===== src/rtl/wtgt_pkg.sv =====
// ----------------------------------------------------------------------------
// wtgt_pkg: shared definitions of the wind triangle ground track core
// Register indexes, wind modes, beat payload types and the CORDIC angle table.
// ----------------------------------------------------------------------------
package wtgt_pkg;

	localparam int ANGLE_BITS_DEF   = 16;
	localparam int CORDIC_STEPS_DEF = 16;
	localparam int COUNT_BITS_DEF   = 16;

	// Number of entries in the arctangent table.
	localparam int ATAN_LEN = 24;

	// CORDIC x/y datapath width: Q2.30 values plus headroom for the gain.
	localparam int CW = 34;

	localparam logic signed [CW-1:0] CORDIC_START = 34'sd652032874;
	localparam logic [30:0]          Q30_ONE      = 31'h4000_0000;

	localparam int CFG_IDX_W = 3;
	localparam logic [CFG_IDX_W-1:0] REG_BASE_WIND = 3'd0;
	localparam logic [CFG_IDX_W-1:0] REG_WIND_DIR  = 3'd1;
	localparam logic [CFG_IDX_W-1:0] REG_PERIOD    = 3'd2;
	localparam logic [CFG_IDX_W-1:0] REG_MODE      = 3'd3;
	localparam logic [CFG_IDX_W-1:0] REG_AIRSPEED  = 3'd4;

	localparam logic [1:0] MODE_CONST = 2'd0;
	localparam logic [1:0] MODE_SAW   = 2'd1;
	localparam logic [1:0] MODE_ALT   = 2'd2;
	// The spare mode code behaves as constant wind.
	localparam logic [1:0] MODE_RSVD  = 2'd3;

	localparam logic [15:0] AIRSPEED_RESET = 16'd256;

	typedef struct packed {
		logic        [15:0] heading_in;
		logic signed [15:0] gps_offset;
	} in_t;

	typedef struct packed {
		logic        [15:0] heading_out;
		logic signed [23:0] ground_distance;
		logic        [15:0] wind_speed_now;
		logic               ratio_clipped;
	} out_t;

	// atan(2^-i) as a fraction of a turn, scaled by 2^32.
	function automatic logic [31:0] atan_turn32(input logic [4:0] i);
		logic [31:0] v;
		case (i)
			5'd0:    v = 32'h20000000;
			5'd1:    v = 32'h12E4051E;
			5'd2:    v = 32'h09FB385B;
			5'd3:    v = 32'h051111D4;
			5'd4:    v = 32'h028B0D43;
			5'd5:    v = 32'h0145D7E1;
			5'd6:    v = 32'h00A2F61E;
			5'd7:    v = 32'h00517C55;
			5'd8:    v = 32'h0028BE53;
			5'd9:    v = 32'h00145F2F;
			5'd10:   v = 32'h000A2F98;
			5'd11:   v = 32'h000517CC;
			5'd12:   v = 32'h00028BE6;
			5'd13:   v = 32'h000145F3;
			5'd14:   v = 32'h0000A2FA;
			5'd15:   v = 32'h0000517D;
			5'd16:   v = 32'h000028BE;
			5'd17:   v = 32'h0000145F;
			5'd18:   v = 32'h00000A30;
			5'd19:   v = 32'h00000518;
			5'd20:   v = 32'h0000028C;
			5'd21:   v = 32'h00000146;
			5'd22:   v = 32'h000000A3;
			5'd23:   v = 32'h00000051;
			default: v = 32'h00000000;
		endcase
		return v;
	endfunction

	// Table entry rounded to a binary angle of ab bits.
	function automatic logic [31:0] atan_step(input logic [4:0] i, input int ab);
		logic [32:0] t;
		t = {1'b0, atan_turn32(i)} + (33'd1 << (31 - ab));
		return 32'(t >> (32 - ab));
	endfunction

endpackage


===== src/rtl/wind_triangle_ground_track_core.sv =====
// ----------------------------------------------------------------------------
// wind_triangle_ground_track_core
// Wind corrected heading and ground distance for one simulation tick per beat.
// ----------------------------------------------------------------------------
// One input beat is one tick. The core takes a beat only when idle and works on
// it alone; it returns one result beat per tick. The work is done by one shared
// CORDIC stage run twice (sine/cosine, then arcsine angle), one restoring
// divider producing a bit per cycle (for the crosswind ratio and the sawtooth
// wind), a square root producing a bit per cycle and one shared 35x17
// multiplier. The result sits in an output register, so the next tick can be
// accepted while it waits.
module wind_triangle_ground_track_core
	import wtgt_pkg::*;
#(
	parameter int ANGLE_BITS   = ANGLE_BITS_DEF,
	parameter int CORDIC_STEPS = CORDIC_STEPS_DEF,
	parameter int COUNT_BITS   = COUNT_BITS_DEF
) (
	input  logic                 clk,
	input  logic                 arst_n,
	input  logic                 cfg_we,
	input  logic [CFG_IDX_W-1:0] cfg_index,
	input  logic [15:0]          cfg_data,
	input  logic                 in_valid,
	output logic                 in_ready,
	input  in_t                  in_data,
	output logic                 out_valid,
	input  logic                 out_ready,
	output out_t                 out_data
);

	localparam int STEPS = (CORDIC_STEPS < ATAN_LEN) ? CORDIC_STEPS : ATAN_LEN;
	localparam int ZW    = ANGLE_BITS + 2;
	localparam int ASH   = (ANGLE_BITS >= 16) ? ANGLE_BITS - 16 : 16 - ANGLE_BITS;
	localparam int WRND  = (ANGLE_BITS > 16) ? (1 << (ANGLE_BITS - 17)) : 0;
	localparam int CMP_W = (COUNT_BITS > 16) ? COUNT_BITS : 16;

	localparam logic signed [ZW-1:0] QUARTER = {{(ZW-1){1'b0}}, 1'b1} << (ANGLE_BITS - 2);
	localparam logic signed [ZW-1:0] HALF    = {{(ZW-1){1'b0}}, 1'b1} << (ANGLE_BITS - 1);

	typedef enum logic [3:0] {
		S_IDLE, S_WIND, S_WDIV0, S_DIV, S_ANGLE, S_CORD, S_NUM, S_RDIV0,
		S_MSQ_H, S_MSQ_L, S_SQ0, S_SQ, S_GS1, S_GS2, S_FIN
	} state_t;

	state_t state_q;

	// configuration and tick state
	logic [15:0]           base_q, wdir_q, period_q, tas_q;
	logic [1:0]            mode_q;
	logic [COUNT_BITS-1:0] tick_q;
	logic                  odd_q;
	out_t                  out_q;
	logic                  out_valid_q;

	// datapath
	logic        [15:0]    heading_q, wind_q, dd_q, rem_q;
	logic signed [15:0]    gps_q;
	logic        [30:0]    low_q, quo_q, mag_q, q_q;
	logic        [5:0]     cnt_q, lim_q;
	logic                  div_ratio_q, vec_q, neg_q, neg_num_q, clip_q;
	logic signed [CW-1:0]  cx_q, cy_q, s_q, c_q;
	logic signed [ZW-1:0]  cz_q, wca_q;
	logic        [60:0]    sv_q, sr_q, sb_q;
	logic signed [51:0]    mul_q;
	logic signed [61:0]    acc_q;

	logic in_acc, out_free, fin_load, it_last;
	assign in_ready = (state_q == S_IDLE);
	assign in_acc   = in_valid && in_ready;
	assign out_free = !out_valid_q || out_ready;
	assign fin_load = (state_q == S_FIN) && out_free;
	assign it_last  = (cnt_q == lim_q);
	assign out_valid = out_valid_q;
	assign out_data  = out_q;

	logic [15:0] tas_eff;
	assign tas_eff = (tas_q == 16'd0) ? 16'd1 : tas_q;

	// shared multiplier
	logic signed [34:0] mul_a;
	logic signed [16:0] mul_b;
	logic signed [51:0] mul_p;
	logic               mul_en;

	always_comb begin
		mul_a  = '0;
		mul_b  = '0;
		mul_en = 1'b1;
		case (state_q)
			S_WIND: begin
				mul_a = 35'(tick_q);
				mul_b = {1'b0, base_q};
			end
			S_NUM: begin
				mul_a = {s_q[CW-1], s_q};
				mul_b = {1'b0, wind_q};
			end
			S_MSQ_H: begin
				mul_a = 35'(mag_q);
				mul_b = {2'b00, mag_q[30:16]};
			end
			S_MSQ_L: begin
				mul_a = 35'(mag_q);
				mul_b = {1'b0, mag_q[15:0]};
			end
			S_GS1: begin
				mul_a = 35'(q_q);
				mul_b = {1'b0, tas_eff};
			end
			S_GS2: begin
				mul_a = {c_q[CW-1], c_q};
				mul_b = {1'b0, wind_q};
			end
			default: mul_en = 1'b0;
		endcase
	end
	assign mul_p = mul_a * mul_b;

	// heading minus wind direction, as a signed internal angle folded to
	// the right half plane
	logic [15:0]          diff;
	logic [39:0]          a_ext, a_sh;
	logic signed [ZW-1:0] a_ang, a_fold;
	logic                 a_neg;

	always_comb begin
		diff  = heading_q - wdir_q;
		a_ext = {24'd0, diff};
		a_sh  = (ANGLE_BITS >= 16) ? (a_ext << ASH) : (a_ext >> ASH);
		a_ang = {{2{a_sh[ANGLE_BITS-1]}}, a_sh[ANGLE_BITS-1:0]};
		a_fold = a_ang;
		a_neg  = 1'b0;
		if (a_ang > QUARTER) begin
			a_fold = a_ang - HALF;
			a_neg  = 1'b1;
		end else if (a_ang < -QUARTER) begin
			a_fold = a_ang + HALF;
			a_neg  = 1'b1;
		end
	end

	// CORDIC stage
	logic signed [CW-1:0] xs, ys, x_n, y_n;
	logic signed [ZW-1:0] at, z_n;
	logic                 cdir;

	always_comb begin
		xs   = cx_q >>> cnt_q[4:0];
		ys   = cy_q >>> cnt_q[4:0];
		at   = ZW'(atan_step(cnt_q[4:0], ANGLE_BITS));
		cdir = vec_q ? cy_q[CW-1] : !cz_q[ZW-1];
		if (cdir) begin
			x_n = cx_q - ys;
			y_n = cy_q + xs;
			z_n = cz_q - at;
		end else begin
			x_n = cx_q + ys;
			y_n = cy_q - xs;
			z_n = cz_q + at;
		end
	end

	// restoring divider step
	logic [16:0] rem2, rem_n;
	logic        dge;
	logic [30:0] quo_n;

	always_comb begin
		rem2  = {rem_q, low_q[30]};
		dge   = rem2 >= {1'b0, dd_q};
		rem_n = dge ? rem2 - {1'b0, dd_q} : rem2;
		quo_n = {quo_q[29:0], dge};
	end

	// square root step
	logic [61:0] rb;
	logic        sge;
	logic [60:0] sv_n, sr_n;

	always_comb begin
		rb   = {1'b0, sr_q} + {1'b0, sb_q};
		sge  = {1'b0, sv_q} >= rb;
		sv_n = sge ? 61'({1'b0, sv_q} - rb) : sv_q;
		sr_n = sge ? (sr_q >> 1) + sb_q : (sr_q >> 1);
	end

	// divider setup checks: a quotient too large for the register saturates
	logic [31:0]        w_hi;
	logic               w_sat;
	logic signed [51:0] absn;
	logic [16:0]        r_hi;
	logic               r_sat;

	always_comb begin
		w_hi  = mul_q[47:16];
		w_sat = w_hi >= {16'd0, dd_q};
		absn  = mul_q[51] ? -mul_q : mul_q;
		r_hi  = absn[47:31];
		r_sat = r_hi >= {1'b0, tas_eff};
	end

	logic signed [CW-1:0] r_val;
	assign r_val = neg_num_q ? -CW'(mag_q) : CW'(mag_q);

	logic signed [61:0] sq_tot, sq_v;
	assign sq_tot = acc_q + 62'(mul_q);
	assign sq_v   = (62'sd1 <<< 60) - sq_tot;

	// final assembly
	logic signed [47:0] w48, w_sc;
	logic signed [61:0] g, gr, dist_w;
	logic signed [23:0] dist_sat;
	logic [15:0]        wca16;

	always_comb begin
		w48   = 48'(wca_q);
		w_sc  = (ANGLE_BITS > 16) ? ((w48 + 48'(WRND)) >>> ASH) : (w48 <<< ASH);
		wca16 = w_sc[15:0];
		g     = acc_q + 62'(mul_q);
		gr    = (g + (62'sd1 <<< 29)) >>> 30;
		dist_w = gr + 62'(gps_q);
		if (dist_w > 62'sd8388607)
			dist_sat = 24'sh7FFFFF;
		else if (dist_w < -62'sd8388608)
			dist_sat = -24'sh800000;
		else
			dist_sat = dist_w[23:0];
	end

	// control, configuration, tick state and output register
	always_ff @(posedge clk or negedge arst_n) begin
		if (!arst_n) begin
			state_q     <= S_IDLE;
			base_q      <= '0;
			wdir_q      <= '0;
			period_q    <= '0;
			mode_q      <= MODE_CONST;
			tas_q       <= AIRSPEED_RESET;
			tick_q      <= '0;
			odd_q       <= 1'b0;
			out_valid_q <= 1'b0;
			out_q       <= '0;
		end else begin
			if (cfg_we) begin
				case (cfg_index)
					REG_BASE_WIND: base_q   <= cfg_data;
					REG_WIND_DIR:  wdir_q   <= cfg_data;
					REG_PERIOD:    period_q <= cfg_data;
					REG_MODE:      mode_q   <= cfg_data[1:0];
					REG_AIRSPEED:  tas_q    <= cfg_data;
					default: ;
				endcase
			end

			if (fin_load)
				out_valid_q <= 1'b1;
			else if (out_ready)
				out_valid_q <= 1'b0;

			case (state_q)
				S_IDLE: begin
					if (in_acc) begin
						if (CMP_W'(tick_q) < CMP_W'(period_q)) begin
							tick_q <= tick_q + 1'b1;
						end else begin
							tick_q <= COUNT_BITS'(1);
							odd_q  <= !odd_q;
						end
						state_q <= S_WIND;
					end
				end
				S_WIND: begin
					if (mode_q == MODE_SAW && period_q >= 16'd2)
						state_q <= S_WDIV0;
					else
						state_q <= S_ANGLE;
				end
				S_WDIV0: state_q <= w_sat ? S_ANGLE : S_DIV;
				S_DIV: begin
					if (it_last)
						state_q <= div_ratio_q ? S_MSQ_H : S_ANGLE;
				end
				S_ANGLE: state_q <= S_CORD;
				S_CORD: begin
					if (it_last)
						state_q <= vec_q ? S_GS1 : S_NUM;
				end
				S_NUM:   state_q <= S_RDIV0;
				S_RDIV0: state_q <= r_sat ? S_MSQ_H : S_DIV;
				S_MSQ_H: state_q <= S_MSQ_L;
				S_MSQ_L: state_q <= S_SQ0;
				S_SQ0:   state_q <= S_SQ;
				S_SQ: begin
					if (it_last)
						state_q <= S_CORD;
				end
				S_GS1: state_q <= S_GS2;
				S_GS2: state_q <= S_FIN;
				S_FIN: begin
					if (out_free) begin
						out_q.heading_out     <= heading_q + wca16;
						out_q.ground_distance <= dist_sat;
						out_q.wind_speed_now  <= wind_q;
						out_q.ratio_clipped   <= clip_q;
						state_q <= S_IDLE;
					end
				end
				default: state_q <= S_IDLE;
			endcase
		end
	end

	// datapath registers
	always_ff @(posedge clk) begin
		if (mul_en)
			mul_q <= mul_p;

		case (state_q)
			S_IDLE: begin
				if (in_acc) begin
					heading_q <= in_data.heading_in;
					gps_q     <= in_data.gps_offset;
					clip_q    <= 1'b0;
				end
			end
			S_WIND: begin
				dd_q <= period_q - 16'd1;
				case (mode_q)
					MODE_SAW: begin
						if (period_q < 16'd2)
							wind_q <= 16'hFFFF;
					end
					MODE_ALT: wind_q <= odd_q ? 16'd0 : base_q;
					default:  wind_q <= base_q;
				endcase
			end
			S_WDIV0: begin
				if (w_sat) begin
					wind_q <= 16'hFFFF;
				end else begin
					rem_q       <= mul_q[31:16];
					low_q       <= {mul_q[15:0], 15'd0};
					quo_q       <= '0;
					cnt_q       <= '0;
					lim_q       <= 6'd15;
					div_ratio_q <= 1'b0;
				end
			end
			S_DIV: begin
				rem_q <= rem_n[15:0];
				low_q <= {low_q[29:0], 1'b0};
				quo_q <= quo_n;
				cnt_q <= cnt_q + 6'd1;
				if (it_last) begin
					if (!div_ratio_q) begin
						wind_q <= quo_n[15:0];
					end else if (quo_n > Q30_ONE) begin
						mag_q  <= Q30_ONE;
						clip_q <= 1'b1;
					end else begin
						mag_q <= quo_n;
					end
				end
			end
			S_ANGLE: begin
				cx_q  <= CORDIC_START;
				cy_q  <= '0;
				cz_q  <= a_fold;
				neg_q <= a_neg;
				vec_q <= 1'b0;
				cnt_q <= '0;
				lim_q <= 6'(STEPS - 1);
			end
			S_CORD: begin
				cx_q  <= x_n;
				cy_q  <= y_n;
				cz_q  <= z_n;
				cnt_q <= cnt_q + 6'd1;
				if (it_last) begin
					if (vec_q) begin
						wca_q <= z_n;
					end else begin
						s_q <= neg_q ? -y_n : y_n;
						c_q <= neg_q ? -x_n : x_n;
					end
				end
			end
			S_RDIV0: begin
				neg_num_q <= mul_q[51];
				dd_q      <= tas_eff;
				if (r_sat) begin
					mag_q  <= Q30_ONE;
					clip_q <= 1'b1;
				end else begin
					rem_q       <= absn[46:31];
					low_q       <= absn[30:0];
					quo_q       <= '0;
					cnt_q       <= '0;
					lim_q       <= 6'd30;
					div_ratio_q <= 1'b1;
				end
			end
			S_MSQ_L: acc_q <= 62'(mul_q) <<< 16;
			S_SQ0: begin
				sv_q  <= sq_v[60:0];
				sr_q  <= '0;
				sb_q  <= 61'd1 << 60;
				cnt_q <= '0;
				lim_q <= 6'd30;
			end
			S_SQ: begin
				sv_q  <= sv_n;
				sr_q  <= sr_n;
				sb_q  <= sb_q >> 2;
				cnt_q <= cnt_q + 6'd1;
				if (it_last) begin
					// root done: start the arcsine on the vector (sqrt(1 - r^2), r)
					q_q   <= sr_n[30:0];
					cx_q  <= CW'(sr_n[30:0]);
					cy_q  <= r_val;
					cz_q  <= '0;
					vec_q <= 1'b1;
					cnt_q <= '0;
					lim_q <= 6'(STEPS - 1);
				end
			end
			S_GS2: acc_q <= 62'(mul_q);
			default: ;
		endcase
	end

	// The remainder of a running division always stays below the divisor.
	a_div_rem: assert property (@(posedge clk) disable iff (!arst_n)
		state_q == S_DIV |-> rem_q < dd_q)
		else $error("divider remainder not below divisor");

	a_busy: assert property (@(posedge clk) disable iff (!arst_n)
		in_valid && in_ready |=> !in_ready)
		else $error("input taken while a tick is in progress");

	a_clip_mag: assert property (@(posedge clk) disable iff (!arst_n)
		state_q == S_MSQ_H && clip_q |-> mag_q == Q30_ONE)
		else $error("clipped ratio not held at one");

	a_out_load: assert property (@(posedge clk) disable iff (!arst_n)
		fin_load |=> out_valid && state_q == S_IDLE)
		else $error("finished tick did not reach the output register");

endmodule

===== config.mk =====
export PLATFORM = sky130hd
export DESIGN_NAME = wind_triangle_ground_track_core
export DESIGN_NICKNAME = d
export VERILOG_FILES = /design/src/rtl/wtgt_pkg.sv /design/src/rtl/wind_triangle_ground_track_core.sv
export SDC_FILE = /design/constraint.sdc
export NUM_CORES = 2
export LEC_CHECK = 0
export BUFFER_PORTS_ARGS = -buffer_cell sky130_fd_sc_hd__clkbuf_2
export CORE_MARGIN = 4
export CORE_UTILIZATION = 38
export CTS_CLUSTER_DIAMETER = 200
export DETAILED_ROUTE_END_ITERATION = 6
export SLEW_MARGIN = 20
export SYNTH_ARGS = -nofsm -noshare
export SYNTH_HDL_FRONTEND = slang
export SYNTH_SLANG_ARGS = --single-unit

===== constraint.sdc =====
create_clock -name clk -period 11.9 [get_ports clk]
set_input_delay 1.785 -clock clk [delete_from_list [all_inputs] [get_ports clk]]
set_output_delay 1.785 -clock clk [all_outputs]
set_load 0.05 [all_outputs]

Yosys cells after proc, flatten, opt, wreduce, memory -nomap -nowiden
Memory sizes are Yosys's and may differ from the RTL's. A register that Yosys moved wholly into a read port is not among the register bits.
Cells that the tools add are included.
{"block": "totals", "reg_bits": 832, "romBits": 960, "input_bits": 56, "output_inout_bits": 59, "elab_cells": 255, "n_memories": 1}
{"name": "(name not given)", "depth": 32, "word_bits": 30, "rd": 1, "rd_clocked_by_memory_dff": 1, "wr": 0, "line_no": "wtgt_pkg.sv:50", "source": "case (i)"}
{"block": "op_classes", "n_addsub": 26, "mul": 1, "magnitude_cmp": 12, "eq_ne": 35, "shift": 2, "n_mux": 86, "bitwise_logic": 2, "n_reduce_logical": 50}
{"cell": "$pmux W61 S2", "count": 3}
{"cell": "$mux W34", "count": 7}
{"cell": "$pmux W34 S3", "count": 2}
{"cell": "$mux W31", "count": 6}
{"cell": "$pmux W35 S5", "count": 1}
{"cell": "$mux W16", "count": 10}
{"cell": "$pmux W62 S2", "count": 1}
{"cell": "$mux W61", "count": 2}
{"cell": "$pmux W16 S3", "count": 2}
{"cell": "$pmux W31 S3", "count": 1}
{"cell": "$pmux W30 S3", "count": 1}
{"cell": "$pmux W16 S5", "count": 1}
{"cell": "$mux W18", "count": 4}
{"cell": "$add A34 B34 Y34", "count": 2}
{"cell": "$neg A34 Y34", "count": 2}
{"cell": "$sshr A34 B5 Y34", "count": 2}
{"cell": "$sub A34 B34 Y34", "count": 2}
{"cell": "$pmux W16 S2", "count": 2}
{"cell": "$add A61 B61 Y62", "count": 1}
{"cell": "$add A62 B31 Y62 const B", "count": 1}
{"cell": "$add A62 B52 Y62", "count": 1}
{"cell": "$ge A61 B62 Y1", "count": 1}
{"cell": "$pmux W31 S2", "count": 1}
{"cell": "$add A60 B61 Y61", "count": 1}
{"cell": "69 further kinds", "count": 157}

Logic depth before layout (Yosys ltp)
{"block": "depth", "ltp_word": 6, "depth_mapped": 35, "ltp_nobuf": 32}

Worst setup path before layout
No wires, ideal clock.
{"block": "synth_path", "kind": "reg2reg", "from": "register sr_q[4]", "to": "register sv_q[0], enable pin", "setup_time_ns": 0.573, "t_arrival_ns": 9.799, "required_ns": 11.327, "path_slack_ns": 1.529, "path_stages_with_launch": 28, "n_path_buf": 3, "period_less_slack_ns": 10.371, "path_cell_list": "edfxtp_1 ha_1 nand2_1 o21bai_1 a21oi_1 o31ai_1 a211o_1 o31ai_1 o31a_1 or4b_2 nand3b_1 nand2_1 xor2_1 ha_1 clkbuf_1 nand2_1 o21ai_0 a21o_1 a21o_1 a21oi_1 inv_1 a21oi_1 a311oi_1 a21o_1 nand2_1 clkbuf_1 clkbuf_1 a21boi_0"}
{"block": "synth_via", "elab_chain_len": 4}
{"item": "from (decl)", "line_no": "wind_triangle_ground_track_core.sv:64", "source": "logic [60:0] sv_q, sr_q, sb_q;"}
{"item": "from (signal assigned)", "line_no": "wind_triangle_ground_track_core.sv:414", "source": "sr_q <= sr_n;"}
{"item": "$add A61 B61 Y62", "line_no": "wind_triangle_ground_track_core.sv:182", "source": "rb = {1'b0, sr_q} + {1'b0, sb_q};"}
{"item": "$ge A61 B62 Y1", "line_no": "wind_triangle_ground_track_core.sv:183", "source": "sge = {1'b0, sv_q} >= rb;"}
{"item": "$ne A2 B2 Y1 (no line)"}
{"item": "$reduce_and A2 Y1 (no line)"}
{"item": "to (signal assigned)", "line_no": "wind_triangle_ground_track_core.sv:406", "source": "sv_q <= sq_v[60:0];"}
{"item": "to (signal assigned)", "line_no": "wind_triangle_ground_track_core.sv:413", "source": "sv_q <= sv_n;"}
{"item": "to (decl)", "line_no": "wind_triangle_ground_track_core.sv:64"}
No other way between the ends.
A chain may end at the register's enable or synchronous reset.

Final worst setup path
{"block": "layout_path", "from": "register state_q[1]", "to": "register mul_q[51] (data pin)"}
{"block": "layout_via", "elab_chain_len": 4, "word_cells_on_any_way": 11, "cone_classes": "1 x mul; 6 x eq/ne; 2 x mux; 2 x reduce/logical"}
{"item": "from (decl)", "line_no": "wind_triangle_ground_track_core.sv:46", "source": "state_t state_q;"}
{"item": "from (signal assigned)", "line_no": "wind_triangle_ground_track_core.sv:279", "source": "S_WDIV0: state_q <= w_sat ? S_ANGLE : S_DIV;"}
{"item": "from (signal assigned)", "line_no": "wind_triangle_ground_track_core.sv:282", "source": "state_q <= div_ratio_q ? S_MSQ_H : S_ANGLE;"}
{"item": "from (signal assigned)", "line_no": "wind_triangle_ground_track_core.sv:287", "source": "state_q <= vec_q ? S_GS1 : S_NUM;"}
{"item": "$eq A4 B4 Y1 or $eq A4 B3 Y1 (tied branches)", "line_no": "wind_triangle_ground_track_core.sv:90", "source": "case (state_q)"}
{"item": "$reduce_or A2 Y1 (no line)"}
{"item": "$pmux W35 S5 or $pmux W16 S5 (tied branches)", "line_no": "wind_triangle_ground_track_core.sv:90"}
{"item": "$mul A35 B17 Y52 *", "line_no": "wind_triangle_ground_track_core.sv:118", "source": "assign mul_p = mul_a * mul_b;"}
{"item": "via mul_p[51]", "line_no": "wind_triangle_ground_track_core.sv:83", "source": "logic signed [51:0] mul_p;"}
{"item": "to (signal assigned)", "line_no": "wind_triangle_ground_track_core.sv:317", "source": "mul_q <= mul_p;"}
{"item": "to (decl)", "line_no": "wind_triangle_ground_track_core.sv:65", "source": "logic signed [51:0] mul_q;"}
Mark *: on every way through the listed nets, which the timed path passes. The rest lies on a longest branch.

==> flow_metrics.tcl <==
set metrics [dict create \
    outcome "finished with violations" \
    synth_area_leaders "edfxtp_1, fa_1, ha_1" \
    die-width_um 473.1 \
    postCtsHoldBufs 0 \
    arrival_ps 11110 \
    cts_tree "yes" \
    numPortBuffers 114 \
    vias_per_cell 5.671 \
    initial_core_util 0.3827 \
    grt_pass1_vias 67833 \
    wl_per_cell_um 23.46 \
    seq_area_mm2 0.02354 \
    ios 115 \
    post-cts-setup-buffers 0 \
    drt_iter0_drc 5855 \
    finalNonFillerCells 12047 \
    wirelength_um 282600 \
    setup_viol 0 \
    fin_nets 10249 \
    drive_gt1_frac 0.07008 \
    multi_input_area_mm2 0.05396 \
    synth_top_area_share 0.2385 \
    rows 170 \
    fmax_mhz 94.11 \
    yosysMostFrequentCell "nand2_1" \
    synth_cell_type_count 108 \
    dp_slack_ps 1388 \
    h-tree-depth 3 \
    synth_edf_count 653 \
    crit_type "flop to flop" \
    antenna_left 0 \
    cap_violations 0 \
    fp.dieArea_mm2 0.2238 \
    setup.worst_path.start_class "flop" \
    fill_cells 21264 \
    layout_worst_path_cycle_share 0.8930 \
    period_needed_ps 10630 \
    synth_top_area_cell "edfxtp_1" \
    netlist_instances 9183 \
    numCtsBuffers 92 \
    syn_to_final_growth_pct 8.596 \
    async_flop_share 0.1784 \
    hold_ws_ps 472.0 \
    worst_pin_slew_ps 1304 \
    chipHeight_um 473.1 \
    hold_viol 0 \
    syn_nets 10307 \
    antenna_found_initial 10 \
    ctsResizeCount 0 \
    root_buffer "clkbuf_16" \
    grt_start_max_net_pins 125 \
    drtPass1Iterations 7 \
    setup_ws_ps 1274 \
    globalplace.congestion 0.9414 \
    syn_area_per_cell_um2 8.952 \
    dp_cells 11869 \
    ys_warn_count 0 \
    grt_pass1_wl_um 423600 \
    path_max_fanout 19 \
    synthFlopType "edfxtp_1" \
    setup_tns_ps 0 \
    maxSlewHeadroom 0.1253 \
    drv_slew 0 \
    globalRouteOverflowTotal 0 \
    synth.yosys.seq_area_share 0.2863 \
    cts.sinks 813 \
    synth_area_mm2 0.08221 \
    drc 24 \
    clock_skew_ps 49.40 \
    synth_common_cells "nand2_1, inv_1, nor2_1" \
    hpwlAfterDp_um 221000 \
    clk_pin_slew_ps 70 \
    num_vias 68318 \
    cp-end-kind "flop" \
    clk_path_buf_depth 3 \
    grt_util_all_layers 0.2466 \
    violations "design-rule violations" \
    hold_path_class "flop to flop" \
    core_area_mm2 0.2148 \
    worstPathRequired_ps 12380 \
    rsz0062_at_grt "false" \
    clk_latency_ps 780 \
    synth-seq-cells 813 \
]
-- worst max-delay path, stage by stage, from the launching register on --
cell	delay [ps]
dfrtp_1	790
nand2b_1	390
o21ai_2	920
a221o_1	790
nand2_1	170
fa_1	560
fa_1	440
fa_1	520
inv_1	50
fa_1	470
fa_1	560
inv_1	70
fa_1	530
inv_1	50
ha_1	340
a21o_1	180
a21o_1	220
a2111oi_0	410
o2111ai_1	210
a31oi_1	600
o211a_1	270
o21ai_0	210
a311oi_1	430
o21bai_1	170
a221oi_1	500
o21ai_0	190
a21oi_1	200
xnor2_1	90
-- sequential cells by signal (all words and copies together), names as in the netlist, 34 cells and up, named ones only --
name,flops
cy_q,34
out_data,57
sr_q,61
c_q,34
cx_q,34
acc_q,62
mul_q,52
sv_q,61
s_q,34
-- cell families after synthesis --
logic type	Yosys count	share of synthesized area
muxes	227	0.04076
adders and majority gates	1068	0.2109
AOI/OAI and AO/OA	2013	0.1556
DFF	813	0.2863
buffers and inverters	1291	0.05992
and+or+nand+nor	3042	0.1688
xor gates and xnor gates	729	0.07767
-- final cells by class --
class	instances	area share
inverters	904	0.03802
clock buffers	110	0.02677
well taps	2838	0.03977
clock inverters	63	0.01012
diodes	5	0.0001402
multi-input cells	7079	0.6045
flip-flops and latches	813	0.2637
repair buffers	235	0.01703
-- metrics by stage --
stage               area (um^2)  utilization
finish                    89280       0.4156
global route              89270       0.4155
CTS                       89240       0.4154
detailed placement        85950       0.4001
global placement          85940       0.4001
floorplan                 82210            -
-- path summary, 6_finish.rpt --
| kind | from | depth (start not counted) | slack, ps | end |
|---|---|---|---|---|
| worst max-delay path | state_q[1]$_DFFE_PN0P_ | 27 | 1270 | mul_q[51]$_DFFE_PP_ |
| worst min-delay path | clip_q$_DFFE_PP_ | 2 | 470 | out_data[0]$_DFFE_PN0P_ |
| worst max register to register | state_q[1]$_DFFE_PN0P_ | 27 | 1270 | mul_q[51]$_DFFE_PP_ |
| worst min register to register | clip_q$_DFFE_PP_ | 2 | 470 | out_data[0]$_DFFE_PN0P_ |
| max in group asynchronous | arst_n | 2 | 9310 | out_data[41]$_DFFE_PN0P_ |
| min in group asynchronous | arst_n | 1 | 1090 | out_data[36]$_DFFE_PN0P_ |
-- placed cells by master, fill, tap and decap left out, types with 59 or more instances in the layout --
master | Yosys | final
nand2_1 | 1250 | 1248
inv_1 | 901 | 898
nor2_1 | 792 | 783
edfxtp_1 | 653 | 653
ha_1 | 538 | 538
fa_1 | 530 | 530
o21ai_0 | 527 | 527
a21oi_1 | 499 | 494
xnor2_1 | 400 | 400
xor2_1 | 329 | 329
and2_1 | 201 | 199
a21o_1 | 172 | 172
dfrtp_1 | 144 | 143
nand3_1 | 133 | 132
buf_4 | 1 | 117
clkbuf_2 | 1 | 113
nor3_1 | 115 | 111
a31oi_1 | 96 | 95
clkbuf_16 | 0 | 92
a22oi_1 | 91 | 91
mux2i_1 | 85 | 84
nand4_1 | 81 | 81
mux4_2 | 80 | 80
nor2b_1 | 79 | 79
nand2b_1 | 77 | 77
o21a_1 | 68 | 68
o31ai_1 | 66 | 66
mux2_2 | 62 | 62
or3_1 | 59 | 59
o21bai_1 | 59 | 59
-- routing by layer --
metal  GRT usage  vias to the layer above  share of wire
met5           0                        -        0.00014
li1            -                    31683              -
met3     0.04218                      532          0.069
met4      0.1089                        6          0.052
met2      0.3978                     2484           0.45
met1      0.3256                    33613           0.43
Power is not shown: default switching activity piles up to over one toggle a cycle in this logic, so the estimate is an artifact.
